[config.mk]
export PLATFORM = sky130hd
export DESIGN_NAME = sar_scan
export DESIGN_NICKNAME = d
export VERILOG_FILES = /design/src/design/sar_pkg.sv /design/src/design/sar_scan.sv
export SDC_FILE = /design/constraint.sdc
export NUM_CORES = 1
export LEC_CHECK = 0
export BUFFER_PORTS_ARGS = -buffer_cell sky130_fd_sc_hd__buf_2
export CAP_MARGIN = 10
export CORE_AREA = 2 2 368 370
export DETAILED_ROUTE_END_ITERATION = 8
export DIE_AREA = 0 0 370 372
export GPL_ROUTABILITY_DRIVEN = 0
export GPL_TIMING_DRIVEN = 0
export MAX_ROUTING_LAYER = met4
export PLACE_DENSITY_LB_ADDON = 0.08
export SLEW_MARGIN = 20
export SYNTH_ARGS = -nofsm -noshare
export SYNTH_HDL_FRONTEND = slang
export SYNTH_SLANG_ARGS = --single-unit
[constraint.sdc]
create_clock -name clock -period 7.61 [get_ports clock]
set_input_delay 0.3805 -clock clock [delete_from_list [all_inputs] [get_ports clock]]
set_output_delay 0.3805 -clock clock [all_outputs]
set_load 0.005 [all_outputs]
[src/design/sar_pkg.sv]
// sar_pkg: shared field widths, packet class codes and the stage control struct
// for the selective ack receiver
// no dependencies
package sar_pkg;

   localparam int CONN_W     = 6;
   localparam int SEQ_IN_W   = 24;
   localparam int CLASS_W    = 2;
   localparam int MSN_W      = 24;
   localparam int DONE_W     = 8;
   localparam int REQ_DATA_W = 32;
   localparam int RSP_DATA_W = 80;

   typedef enum logic [CLASS_W-1:0] {
      CLASS_MIDDLE    = 2'd0,
      CLASS_LAST      = 2'd1,
      CLASS_LAST_CMPL = 2'd2
   } packet_class_type;

   typedef struct packed {
      logic hit;
      logic ahead;
      logic is_last;
      logic completes;
   } sar_ctl_type;

endpackage

[src/design/sar_scan.sv]
// sar_scan: first stage of the record update, finds the run of arrived
// packets after the expected one and the bit an early packet sets; uses sar_pkg
module sar_scan
   import sar_pkg::*;
#(
   parameter int WINDOW_BITS = 128,
   parameter int SEQ_BITS    = 24,
   parameter int CW          = 6
) (
   input  logic                         clock,
   input  logic                         load,
   input  logic [CW-1:0]                conn,
   input  logic [SEQ_BITS-1:0]          seq,
   input  logic [CLASS_W-1:0]           cls,
   input  logic [WINDOW_BITS-1:0]       pb,
   input  logic [WINDOW_BITS-1:0]       lb,
   input  logic [SEQ_BITS-1:0]          exp,
   input  logic [MSN_W-1:0]             msn,
   output logic [CW-1:0]                conn_ff,
   output sar_ctl_type                  ctl_ff,
   output logic [SEQ_BITS-1:0]          seq_ff,
   output logic [WINDOW_BITS-1:0]       pb_ff,
   output logic [WINDOW_BITS-1:0]       lb_ff,
   output logic [SEQ_BITS-1:0]          exp_ff,
   output logic [MSN_W-1:0]             msn_ff,
   output logic [WINDOW_BITS-1:0]       below_ff,
   output logic [$clog2(WINDOW_BITS+1)-1:0] sh_ff,
   output logic [WINDOW_BITS-1:0]       set_mask_ff
);

   localparam int WB = $clog2(WINDOW_BITS);
   localparam int SW = $clog2(WINDOW_BITS + 1);
   localparam logic [WINDOW_BITS-1:0] BIT0 = WINDOW_BITS'(1);

   logic [WINDOW_BITS-1:0] occ;
   logic [WINDOW_BITS-1:0] gap;
   logic [WINDOW_BITS-1:0] first_gap;
   logic [WINDOW_BITS-1:0] below;
   logic [WINDOW_BITS-1:0] set_mask;
   logic [SW-1:0]          sh;
   logic [31:0]            seq32;
   logic [31:0]            exp32;
   logic [31:0]            off32;
   sar_ctl_type            ctl;

   always_comb begin
      // bit 0 is the packet itself, always consumed on a hit
      occ       = pb | lb | BIT0;
      gap       = ~occ;
      below     = ~gap & (gap - BIT0);
      first_gap = gap & (~gap + BIT0);
      sh        = '0;
      for (int i = 0; i < WINDOW_BITS; i++) begin
         if (first_gap[i]) begin
            sh = sh | SW'(i);
         end
      end
      if (gap == '0) begin
         sh = SW'(WINDOW_BITS);
      end

      seq32 = 32'(seq);
      exp32 = 32'(exp);
      off32 = seq32 - exp32;
      if (off32 < 32'(WINDOW_BITS)) begin
         set_mask = BIT0 << off32[WB-1:0];
      end else begin
         set_mask = '0;
      end

      ctl.hit       = (seq == exp);
      ctl.ahead     = (seq32 > exp32);
      ctl.is_last   = (cls != CLASS_MIDDLE);
      // the unused class code counts as last with completion
      ctl.completes = (cls != CLASS_MIDDLE) && (cls != CLASS_LAST);
   end

   always_ff @(posedge clock) begin
      if (load) begin
         conn_ff     <= conn;
         ctl_ff      <= ctl;
         seq_ff      <= seq;
         pb_ff       <= pb;
         lb_ff       <= lb;
         exp_ff      <= exp;
         msn_ff      <= msn;
         below_ff    <= below;
         sh_ff       <= sh;
         set_mask_ff <= set_mask;
      end
   end

endmodule

======== Word level (Yosys, flattened, before mapping) ========
Index checks and enable logic that the tools add are counted.
word-level totals
  output and inout bits ................... 602
  flip-flop bits (word level) ............. 602
  bits of input ports ..................... 338
  logic and storage cells ................. 156
operators by class
  mux-type cells .......................... 127
  equality and inequality tests ........... 2
  magnitude comparators ................... 2
  reductions and logical operators ........ 3
  shift operators ......................... 1
  $add $sub $neg .......................... 3
  bitwise gates (word level) .............. 5
operators with widths
  kind                                                          count
  two-way mux 7 bit                                             64
  bitwise AND 128 bit                                           2
  inverter 128 bit                                              2
  two-way mux 6 bit                                             32
  adder 128 x 1 -> 128 bit (second input constant)              1
  zero test 128 bit                                             1
  bitwise OR 128 bit                                            1
  left shift 1 x 7 -> 128 bit (first input constant)            1
  subtractor 128 x 1 -> 128 bit (second input constant)         1
  two-way mux 5 bit                                             16
  less-than comparator 32 x 8 -> 1 bit (second input constant)  1
  two-way mux 4 bit                                             8
  subtractor 24 x 24 -> 25 bit                                  1
  equality test 24 bit                                          1
  > comparator 24 bit                                           1
  two-way mux 3 bit                                             4
  two-way mux 2 bit                                             2
  != test 2 x 1 -> 1 bit (second input constant)                1
  nonzero test 2 bit                                            1
  logical AND 1 bit                                             1
  two-way mux 1 bit                                             1

======== Logic depth before layout (Yosys ltp) ========
Gate-level depths: netlist (run 1).
  depth in word-level cells ............... 132
  mapped depth ............................ 16

======== Worst setup path before layout (run 1) ========
Ideal clock, no wire load.
  path kind ............................... input -> register
  start point ............................. input port lb[23]
  end point ............................... register sh_ff[5] (data pin)
  path buffers ............................ 3
  path slack .............................. 3.877 ns
  library setup time ...................... 0.138 ns
  data required time ...................... 7.472 ns
  stages on the path ...................... 13
  data arrival time ....................... 3.595 ns
  cells stage by stage .................... o22ai_2 -> or4b_1 -> or4_1 -> buf_2 -> or4_4 -> buf_6 -> or4_4 -> or3_1 -> buf_2 -> o32ai_2 -> a21oi_1 -> and4_4 -> nand4_1
between the ends
  word-level cells in the longest chain between the ends .. 101
  elaborated cells between the ends (all ways) .. 102
  classes of those cells .................. add/sub: 1; mux: 96; bitwise: 4; reduce/logical: 1
RTL lines
  element                           RTL line        text
  start: declaration                sar_scan.sv:16  input logic [WINDOW_BITS-1:0] lb,
  bitwise OR 128 bit (*)            sar_scan.sv:48  occ = pb | lb | BIT0;
  inverter 128 bit (*)              sar_scan.sv:49  gap = ~occ;
  inverter 128 bit                  sar_scan.sv:51  first_gap = gap & (~gap + BIT0);
  adder 128 x 1 -> 128 bit          sar_scan.sv:51
  bitwise AND 128 bit               sar_scan.sv:51
  two-way mux 6 bit (32 in series)  sar_scan.sv:54  if (first_gap[i]) begin
  two-way mux 7 bit (64 in series)  sar_scan.sv:54
  end signal: assignment            sar_scan.sv:88  sh_ff <= sh;
  end: declaration                  sar_scan.sv:27  output logic [$clog2(WINDOW_BITS+1)-1:0] sh_ff,
Every way passes the cells marked *; elsewhere a longest branch is shown, timed or not.
A chain may end at the register's enable or synchronous reset.

======== Worst setup path in the final report (run 1) ========
  start point ............................. input port lb[27]
  end point ............................... register sh_ff[6] (data pin)
between the ends
  word-level cells in the longest chain between the ends .. 69
  elaborated cells between the ends (all ways) .. 70
  classes of those cells .................. add/sub: 1; mux: 64; bitwise: 4; reduce/logical: 1
RTL lines
  element                           RTL line
  bitwise OR 128 bit (*)            sar_scan.sv:48
  inverter 128 bit (*)              sar_scan.sv:49
  inverter 128 bit                  sar_scan.sv:51
  adder 128 x 1 -> 128 bit          sar_scan.sv:51
  bitwise AND 128 bit               sar_scan.sv:51
  two-way mux 7 bit (64 in series)  sar_scan.sv:54
Marks and branches as above.

==> results of run 1 <==
[final cells by class]
| class | count | area, µm² | share of cell area [%] |
|---|---|---|---|
| multi-input cells | 1062 | 6180 | 16.5 |
| diodes | 12 | 30.0 | 0.0801 |
| plain buffers | 57 | 228 | 0.608 |
| clock buffers | 97 | 2070 | 5.51 |
| repair buffers | 1278 | 8210 | 21.9 |
| clock inverters | 42 | 318 | 0.848 |
| well taps | 1781 | 2230 | 5.95 |
| inverters | 45 | 169 | 0.451 |
| flip-flops and latches | 601 | 18000 | 48.2 |
[synth_stat cells, drive strengths merged (4+ instances only)]
cell type    n  area share [%]
xnor2       10            0.36
edfxtp     601              73
nor2       237             3.6
xor2         8            0.29
nand2       88             1.3
nand2b       5            0.13
or3         31            0.79
o22a         8            0.29
and4         5            0.19
nor2b       15            0.38
a21oi       40            0.81
ha          24             1.2
or4         29            0.92
o21bai       8            0.24
or2         16            0.41
a41oi        4            0.14
nor3b        5            0.15
a31oi        7            0.18
nor3        93             1.9
nand3       43            0.88
o211ai       8            0.24
a221oi       5            0.18
buf         11            0.22
o32ai        5            0.21
nand4       29            0.74
a22oi        4            0.12
nor4b        5            0.20
o41ai        5            0.18
and3         7            0.18
nor4       177             4.6
and2         4            0.10
inv         45            0.69
o21ai       35            0.71
nand3b       7            0.21
clkbuf      46            0.70
a21o         8            0.24
a2111oi      5            0.18
o22ai       43             1.1
[kinds of logic after synthesis]
| logic type | count (synthesis) |
|---|---|
| AND/OR/NAND/NOR | 804 |
| flip-flops | 601 |
| AO/OA/AOI/OAI | 213 |
| buffers and inverters | 102 |
| adder cells (fa/ha/maj) | 25 |
| XOR/XNOR | 18 |
| other | 1 |
| multiplexers | 1 |
[stage by stage]
step                      cell area [µm²]  power (mW)  setup TNS [ns]  hold WS [ns]  setup slack (ns)
after global routing                37500        9.02               0        0.0428              1.67
after floorplan                     24600        4.34               0         0.479              3.88
after global placement              31500        5.11        -2224.91         0.557             -3.89
after detailed placement            31800        5.06               0         0.559              1.68
after CTS                           37400        8.82               0        0.0190              1.87
final                               37500        8.66               0        0.0862              1.83
[critical path: stages]
cell and delay, ns:
sky130_fd_sc_hd__dlygate4sd3_1 0.52, sky130_fd_sc_hd__buf_2 0.17, sky130_fd_sc_hd__o22ai_2 0.28, sky130_fd_sc_hd__or4_1 0.69, sky130_fd_sc_hd__or4_1 0.50, sky130_fd_sc_hd__clkbuf_1 0.22, sky130_fd_sc_hd__nor4_4 0.71, sky130_fd_sc_hd__nand4_1 0.85
sky130_fd_sc_hd__or2_2 0.62, sky130_fd_sc_hd__o32ai_1 0.72, sky130_fd_sc_hd__nor2_1 0.24, sky130_fd_sc_hd__and4_4 0.26, sky130_fd_sc_hd__nand3_1 0.11
[where the power goes]
| group | switching [mW] | internal (mW) | leakage (nW) |
|---|---|---|---|
| clock | 1.50 | 2.05 | 1.16 |
| sequential | 0.0570 | 3.88 | 5.81 |
| combinational | 0.733 | 0.440 | 7.24 |
[flip-flops by register name, indices dropped and copies added, names as in the netlist]
signal and cells:
lb_ff 128, pb_ff 128, set_mask_ff 128, below_ff 127
exp_ff 24, msn_ff 24, seq_ff 24, sh_ff 8
conn_ff 6, ctl_ff 4
[routing by layer]
metal	part of all wire [%]	up-vias	global-route usage [%]
met3	7.7	120	4.85
met1	40	10808	21.2
met4	1.9	0	4.67
li1	-	9788	-
met2	51	925	31.6
met5	0	-	-
[worst max path at each step]
stage | start | to | slack [ns] | cells after the start
4_1_cts | pb[26] | sh_ff[5] | 1.87 | 13
3_5_place_dp | lb[2] | sh_ff[5] | 1.68 | 11
2_1_floorplan | lb[23] | sh_ff[5] | 3.88 | 13
3_3_place_gp | load | msn_ff[11] | -3.89 | 1
6_report | lb[27] | sh_ff[6] | 1.83 | 13
5_1_grt | pb[2] | sh_ff[5] | 1.67 | 12
[timing repair]
item | 4_1_cts | 5_1_grt
buffers inserted | 0 | 0
resized for setup | 0 | 0
hold endpoints to repair | 327 | 0
hold buffers | 327 | 0
==> metrics.txt, run 1 <==
# TYPE chip_impl_metric gauge
chip_impl_metric{name="initial_antenna_violation_count",unit=""} 15
chip_impl_metric{name="dp_cells",unit=""} 4497
chip_impl_metric{name="path_max_fanout",unit=""} 10
chip_impl_info{name="cts_tree",value="done"} 1
chip_impl_metric{name="placeableCoreArea",unit="mm²"} 0.134
chip_impl_metric{name="netlist_area",unit="mm²"} 0.0246
chip_impl_metric{name="yosysSeqAreaShare",unit="%"} 73.5
chip_impl_metric{name="worst-endpoint-arrival",unit="ns"} 6.31
chip_impl_metric{name="htree_num_levels",unit=""} 3
chip_impl_metric{name="placement.io_buffers",unit=""} 938
chip_impl_info{name="critPathKind",value="input port to register"} 1
chip_impl_info{name="min_to",value="pb_ff[95]"} 1
chip_impl_info{name="end_kind",value="register"} 1
chip_impl_metric{name="drt.antenna.violating_nets",unit=""} 0
chip_impl_metric{name="synth_cell_types",unit=""} 76
chip_impl_metric{name="drive_gt1_share",unit="%"} 34.4
chip_impl_info{name="layout_commonest_cell",value="sky130_fd_sc_hd__buf_2"} 1
chip_impl_metric{name="first_global_vias",unit=""} 22197
chip_impl_metric{name="synth.ff_latch_count",unit=""} 601
chip_impl_metric{name="worst-slew-pin-transition",unit="ns"} 1.20
chip_impl_metric{name="detailroute.via_count",unit=""} 21641
chip_impl_metric{name="drt_drc_violations_left",unit=""} 0
chip_impl_metric{name="nFillCells",unit=""} 14128
chip_impl_metric{name="fin_util",unit="%"} 27.9
chip_impl_metric{name="post_synth.cell_area_avg",unit="µm²"} 13.9
chip_impl_metric{name="dieHeight",unit="µm"} 372
chip_impl_metric{name="period_needed",unit="ns"} 5.78
chip_impl_metric{name="worst_slew_margin_rel",unit="%"} 19.5
chip_impl_metric{name="finalSetupViolCount",unit=""} 0
chip_impl_metric{name="worst_vdd_drop",unit="mV"} 0.146
chip_impl_metric{name="wirelength",unit="µm"} 129000
chip_impl_metric{name="grt_remaining_overflow",unit=""} 0
chip_impl_metric{name="synth-adder-area-share",unit="%"} 1.30
chip_impl_metric{name="num_rows",unit=""} 135
chip_impl_metric{name="postSynth.asyncResetShare",unit="%"} 0
chip_impl_metric{name="cp_required",unit="ns"} 8.13
chip_impl_metric{name="design.die.area",unit="mm²"} 0.138
chip_impl_info{name="run_status",value="completed"} 1
chip_impl_metric{name="floorplan.die.width",unit="µm"} 370
chip_impl_metric{name="final-max-slew-violation-count",unit=""} 0
chip_impl_metric{name="detail_route.iter0.violations",unit=""} 1479
chip_impl_metric{name="synth_warnings",unit=""} 0
chip_impl_metric{name="hold_violations",unit=""} 0
chip_impl_metric{name="ratio_of_final_minimum_period_to_clock_period",unit="%"} 76.0
chip_impl_metric{name="area_fraction_in_compound_gates_after_synthesis",unit="%"} 5.86
chip_impl_metric{name="synth-xor-area-share",unit="%"} 0.642
chip_impl_metric{name="final_cell_count_no_fill",unit=""} 4975
chip_impl_metric{name="yosys.area_share.simple",unit="%"} 17.1
chip_impl_info{name="synthFlopType",value="sky130_fd_sc_hd__edfxtp_1"} 1
chip_impl_metric{name="power.density_cell_area",unit="mW/mm²"} 231
chip_impl_metric{name="largest_net_degree_at_the_start_of_global_routing",unit=""} 102
chip_impl_info{name="worstSetupStartpointType",value="input port"} 1
chip_impl_metric{name="number_of_sinks_on_the_clock_net",unit=""} 601
chip_impl_metric{name="wire_per_inst",unit="µm"} 25.9
chip_impl_metric{name="synthesis.instances",unit=""} 1765
chip_impl_metric{name="synth_mux_area_share",unit="%"} 0.0407
chip_impl_metric{name="gr-usage-all-layers",unit="%"} 18.4
chip_impl_info{name="grt_setup_unrepaired",value="no"} 1
chip_impl_info{name="worst_hold_path_type",value="input port to register"} 1
chip_impl_metric{name="vias_per_cell",unit=""} 4.35
chip_impl_metric{name="numCtsBuffers",unit=""} 78
chip_impl_info{name="largest_family_of_logic_cells_by_synthesized_area",value="simple AND/OR/NAND/NOR gates"} 1
chip_impl_metric{name="synth_fp_nets",unit=""} 2128
chip_impl_metric{name="dp_hpwl",unit="µm"} 105000
chip_impl_metric{name="p_leak",unit="nW"} 14.2
chip_impl_info{name="layout_common_cells",value="941 x sky130_fd_sc_hd__buf_2, 601 x sky130_fd_sc_hd__edfxtp_1, 327 x sky130_fd_sc_hd__dlygate4sd3_1"} 1
chip_impl_metric{name="clock_pin_slew_worst_setup_and_hold_paths",unit="ns"} 0.05
chip_impl_metric{name="maxCapViolations",unit=""} 0
chip_impl_metric{name="clock_path_buffers",unit=""} 3
chip_impl_metric{name="drt_pre_antenna_iters",unit=""} 6
chip_impl_info{name="clk_tree_root_cell",value="sky130_fd_sc_hd__clkbuf_16"} 1
chip_impl_metric{name="floorplan.initialDensity",unit="%"} 18.3
chip_impl_metric{name="design.final.nets",unit=""} 3486
chip_impl_metric{name="synth_edf_count",unit=""} 601
chip_impl_metric{name="boundaryPins",unit=""} 940
chip_impl_metric{name="areaGrowthSynthToFinish",unit="%"} 52.5
chip_impl_metric{name="clock.fmax",unit="GHz"} 0.173
chip_impl_metric{name="timing.hold.worst_path_depth",unit=""} 1
chip_impl_info{name="timing.hold.worst.start",value="pb[95]"} 1
chip_impl_metric{name="grt_first_pass_wirelength",unit="µm"} 172000
No activity file was read; power rests on OpenSTA's default activity.
==> inputs of run 2 (changes only) <==
--- a/config.mk
+++ b/config.mk
@@ -5,11 +5,12 @@
 export SDC_FILE = /design/constraint.sdc
 export NUM_CORES = 1
 export LEC_CHECK = 0
+export ABC_AREA = 1
 export BUFFER_PORTS_ARGS = -buffer_cell sky130_fd_sc_hd__buf_2
 export CAP_MARGIN = 10
-export CORE_AREA = 2 2 368 370
+export CORE_AREA = 2 2 369 371
 export DETAILED_ROUTE_END_ITERATION = 8
-export DIE_AREA = 0 0 370 372
+export DIE_AREA = 0 0 371 373
 export GPL_ROUTABILITY_DRIVEN = 0
 export GPL_TIMING_DRIVEN = 0
 export MAX_ROUTING_LAYER = met4
==> constraint.sdc (replaced) <==
create_clock -name clock -period 5.7 [get_ports clock]
set_input_delay 0.285 -clock clock [delete_from_list [all_inputs] [get_ports clock]]
set_output_delay 0.285 -clock clock [all_outputs]
set_load 0.005 [all_outputs]
==> metrics.txt, run 2 <==
# TYPE chip_impl_metric gauge
chip_impl_info{name="run_status",value="completed"} 1
chip_impl_metric{name="worst-slew-pin-transition",unit="ns"} 1.08
chip_impl_metric{name="worst_vdd_drop",unit="mV"} 0.225
chip_impl_metric{name="detailedPlace.worstSlack",unit="ns"} 1.54
chip_impl_metric{name="finalSetupTns",unit="ns"} 0
chip_impl_metric{name="wirelength",unit="µm"} 140000
chip_impl_metric{name="grt_first_pass_wirelength",unit="µm"} 193000
chip_impl_metric{name="netlist_area",unit="mm²"} 0.0278
chip_impl_metric{name="placeableCoreArea",unit="mm²"} 0.135
chip_impl_metric{name="clock.fmax",unit="GHz"} 0.257
chip_impl_info{name="end_kind",value="register"} 1
chip_impl_metric{name="clock_path_buffers",unit=""} 3
chip_impl_metric{name="fin_util",unit="%"} 30.4
chip_impl_metric{name="floorplan.die.width",unit="µm"} 371
chip_impl_metric{name="synth_warnings",unit=""} 0
chip_impl_metric{name="p_leak",unit="nW"} 17.6
chip_impl_info{name="yosys.area.top_type",value="sky130_fd_sc_hd__edfxtp_1"} 1
chip_impl_metric{name="vias_per_cell",unit=""} 4.26
chip_impl_metric{name="ctsResizeCount",unit=""} 0
chip_impl_metric{name="drt.antenna.violating_nets",unit=""} 0
chip_impl_metric{name="synth_fp_nets",unit=""} 3181
chip_impl_metric{name="hold_violations",unit=""} 0
chip_impl_metric{name="areaGrowthSynthToFinish",unit="%"} 47.0
chip_impl_metric{name="design.die.area",unit="mm²"} 0.138
chip_impl_metric{name="power.density_cell_area",unit="mW/mm²"} 292
chip_impl_metric{name="initial_antenna_violation_count",unit=""} 5
chip_impl_info{name="critPathCapture",value="sh_ff[5]"} 1
chip_impl_metric{name="final.setup.worst_slack",unit="ns"} 1.80
chip_impl_metric{name="clock_pin_slew_worst_setup_and_hold_paths",unit="ns"} 0.05
chip_impl_info{name="post_synth_top_cells",value="760 x sky130_fd_sc_hd__nor2_1, 601 x sky130_fd_sc_hd__edfxtp_1, 582 x sky130_fd_sc_hd__nand2_1, 321 x sky130_fd_sc_hd__inv_1, 155 x sky130_fd_sc_hd__nand3_1"} 1
chip_impl_metric{name="cp_required",unit="ns"} 6.14
chip_impl_info{name="clk_tree_root_cell",value="sky130_fd_sc_hd__clkbuf_16"} 1
chip_impl_info{name="cts_tree",value="done"} 1
chip_impl_info{name="critPathKind",value="input port to register"} 1
chip_impl_info{name="path_common_cell",value="sky130_fd_sc_hd__nor2_1"} 1
chip_impl_metric{name="floorplan.initialDensity",unit="%"} 20.7
chip_impl_metric{name="drt_pre_antenna_iters",unit=""} 5
chip_impl_metric{name="largest_net_degree_at_the_start_of_global_routing",unit=""} 95
chip_impl_metric{name="dp_cells",unit=""} 5543
chip_impl_metric{name="ratio_of_final_minimum_period_to_clock_period",unit="%"} 68.4
chip_impl_metric{name="synth.ff_latch_count",unit=""} 601
chip_impl_metric{name="drt_drc_violations_left",unit=""} 0
chip_impl_metric{name="final-max-slew-violation-count",unit=""} 0
chip_impl_metric{name="finalSetupViolCount",unit=""} 0
chip_impl_metric{name="worst-endpoint-arrival",unit="ns"} 4.33
chip_impl_metric{name="placement.io_buffers",unit=""} 938
chip_impl_info{name="worst_hold_path_type",value="input port to register"} 1
chip_impl_metric{name="yosysSeqAreaShare",unit="%"} 64.8
chip_impl_metric{name="postCtsHoldBufs",unit=""} 336
chip_impl_info{name="synth.most_common_cell",value="sky130_fd_sc_hd__nor2_1"} 1
chip_impl_metric{name="drive_gt1_share",unit="%"} 26.9
chip_impl_info{name="worstSetupStartpointType",value="input port"} 1
chip_impl_info{name="synthFlopType",value="sky130_fd_sc_hd__edfxtp_1"} 1
chip_impl_metric{name="grt_remaining_overflow",unit=""} 0
chip_impl_metric{name="period_needed",unit="ns"} 3.90
chip_impl_metric{name="worst_slew_margin_rel",unit="%"} 27.7
chip_impl_metric{name="synth_edf_count",unit=""} 601
chip_impl_metric{name="boundaryPins",unit=""} 940
chip_impl_metric{name="path_max_fanout",unit=""} 6
chip_impl_metric{name="final_cell_count_no_fill",unit=""} 6023
chip_impl_metric{name="detailroute.via_count",unit=""} 25650
chip_impl_metric{name="post_synth.cell_area_avg",unit="µm²"} 9.88
chip_impl_metric{name="first_global_vias",unit=""} 26043
chip_impl_info{name="critical_path.startpoint",value="lb[39]"} 1
chip_impl_info{name="grt_setup_unrepaired",value="no"} 1
chip_impl_metric{name="maxCapViolations",unit=""} 0
chip_impl_metric{name="numCtsBuffers",unit=""} 81
chip_impl_metric{name="postCtsSetupBuffers",unit=""} 0
chip_impl_info{name="path_cells",value="dlygate4sd3_1 -> buf_2 -> nor2_1 -> nor2_1 -> nand2_1 -> inv_1 -> nand2_1 -> nor2_1 -> nand3_2 -> inv_1 -> nand2_1 -> nor2_1 -> nor2_1 -> nand3_1 -> nor2_1 -> nand3_1 -> nor2_1 -> nand3_1"} 1
chip_impl_info{name="critical_path.slowest_cell",value="sky130_fd_sc_hd__nor2_1"} 1
chip_impl_metric{name="gr-usage-all-layers",unit="%"} 20.2
chip_impl_metric{name="dieHeight",unit="µm"} 373
chip_impl_info{name="layout_common_cells",value="938 x sky130_fd_sc_hd__buf_2, 759 x sky130_fd_sc_hd__nor2_1, 601 x sky130_fd_sc_hd__edfxtp_1"} 1
chip_impl_metric{name="dp_hpwl",unit="µm"} 114000
chip_impl_metric{name="netlist.area_leader.share",unit="%"} 64.8
chip_impl_metric{name="wire_per_inst",unit="µm"} 23.3
chip_impl_info{name="biggestRegsByFlops",value="lb_ff: 128 flops, pb_ff: 128 flops, set_mask_ff: 128 flops"} 1
chip_impl_metric{name="stdcell_area",unit="mm²"} 0.0409
chip_impl_metric{name="postSynth.asyncResetShare",unit="%"} 0
chip_impl_metric{name="detail_route.iter0.violations",unit=""} 2005
chip_impl_metric{name="place_area",unit="mm²"} 0.0349
chip_impl_metric{name="design.final.nets",unit=""} 4545
chip_impl_metric{name="htree_num_levels",unit=""} 3
chip_impl_metric{name="synth_cell_types",unit=""} 49
chip_impl_metric{name="num_rows",unit=""} 135
chip_impl_metric{name="synthesis.instances",unit=""} 2818
chip_impl_info{name="cell_types_with_the_largest_area_share_after_synthesis",value="sky130_fd_sc_hd__edfxtp_1 65%, sky130_fd_sc_hd__nor2_1 10%, sky130_fd_sc_hd__nand2_1 7.8%, sky130_fd_sc_hd__inv_1 4.3%, sky130_fd_sc_hd__nand3_1 2.8%"} 1
chip_impl_metric{name="number_of_sinks_on_the_clock_net",unit=""} 601
chip_impl_info{name="timing.hold.worst.start",value="load"} 1
chip_impl_info{name="layout_commonest_cell",value="sky130_fd_sc_hd__buf_2"} 1
chip_impl_metric{name="worst_path_largest_cell_delay",unit="ns"} 0.66
-- run 2: cell families after synthesis --
logic type               Yosys count  synth area share [%]
adder cells (fa/ha/maj)           25                  1.15
flip-flops                       601                  64.8
AND/OR/NAND/NOR                 1769                  27.4
buffers and inverters            346                  5.01
XOR/XNOR                           6                 0.189
other                              1                0.0135
AO/OA/AOI/OAI                     70                  1.41
-- run 2: how the worst min path moves through the flow --
stage	endpoint	slack [ns]	depth (start not counted)
2_1_floorplan	conn_ff[0]	0.38	0
3_3_place_gp	msn_ff[9]	0.46	1
3_5_place_dp	msn_ff[2]	0.46	1
4_1_cts	lb_ff[19]	0.1	1
5_1_grt	lb_ff[19]	0.12	1
6_report	lb_ff[19]	0.13	1
-- run 2: power breakdown --
group	switching, mW	internal, mW
Clock	2.14	2.92
Sequential	0.0721	5.18
Combinational	1.02	0.593
Total	3.23	8.69
-- run 2: worst max-delay path, delay by kind of cell --
kind,cells,cell delay (ns)
and+or+nand+nor,14,3.08
buffers and inverters,4,0.97
-- run 2: cell type report --
cell class                 count  area (µm²)
inverter                     323        1210
fill                       14423       93700
clock buffer                  99        2090
multi-input combinational   1871        8400
antenna                        1        2.50
clock inverter                43         508
tap                         1781        2230
buffer                        23         181
sequential                   601       18000
timing repair buffer        1281        8240
-- run 2: routing by layer --
metal  share of wire [%]  vias to the layer above  wire [µm]  global-route usage [%]
li1                    -                    12204          -                       -
met1                  43                    12388      59700                    24.6
met2                  49                      916      68400                    33.6
met3                 6.9                      142       9640                    5.13
met4                 1.8                        0       2530                    4.16
met5                   0                        -          0                       -
-- run 2: stage by stage --
stage	power [mW]	hold WS, ns
6_report	11.9	0.130
5_1_grt	12.4	0.119
4_1_cts	12.1	0.0972
3_5_place_dp	6.80	0.463
3_3_place_gp	6.88	0.462
2_1_floorplan	5.86	0.384
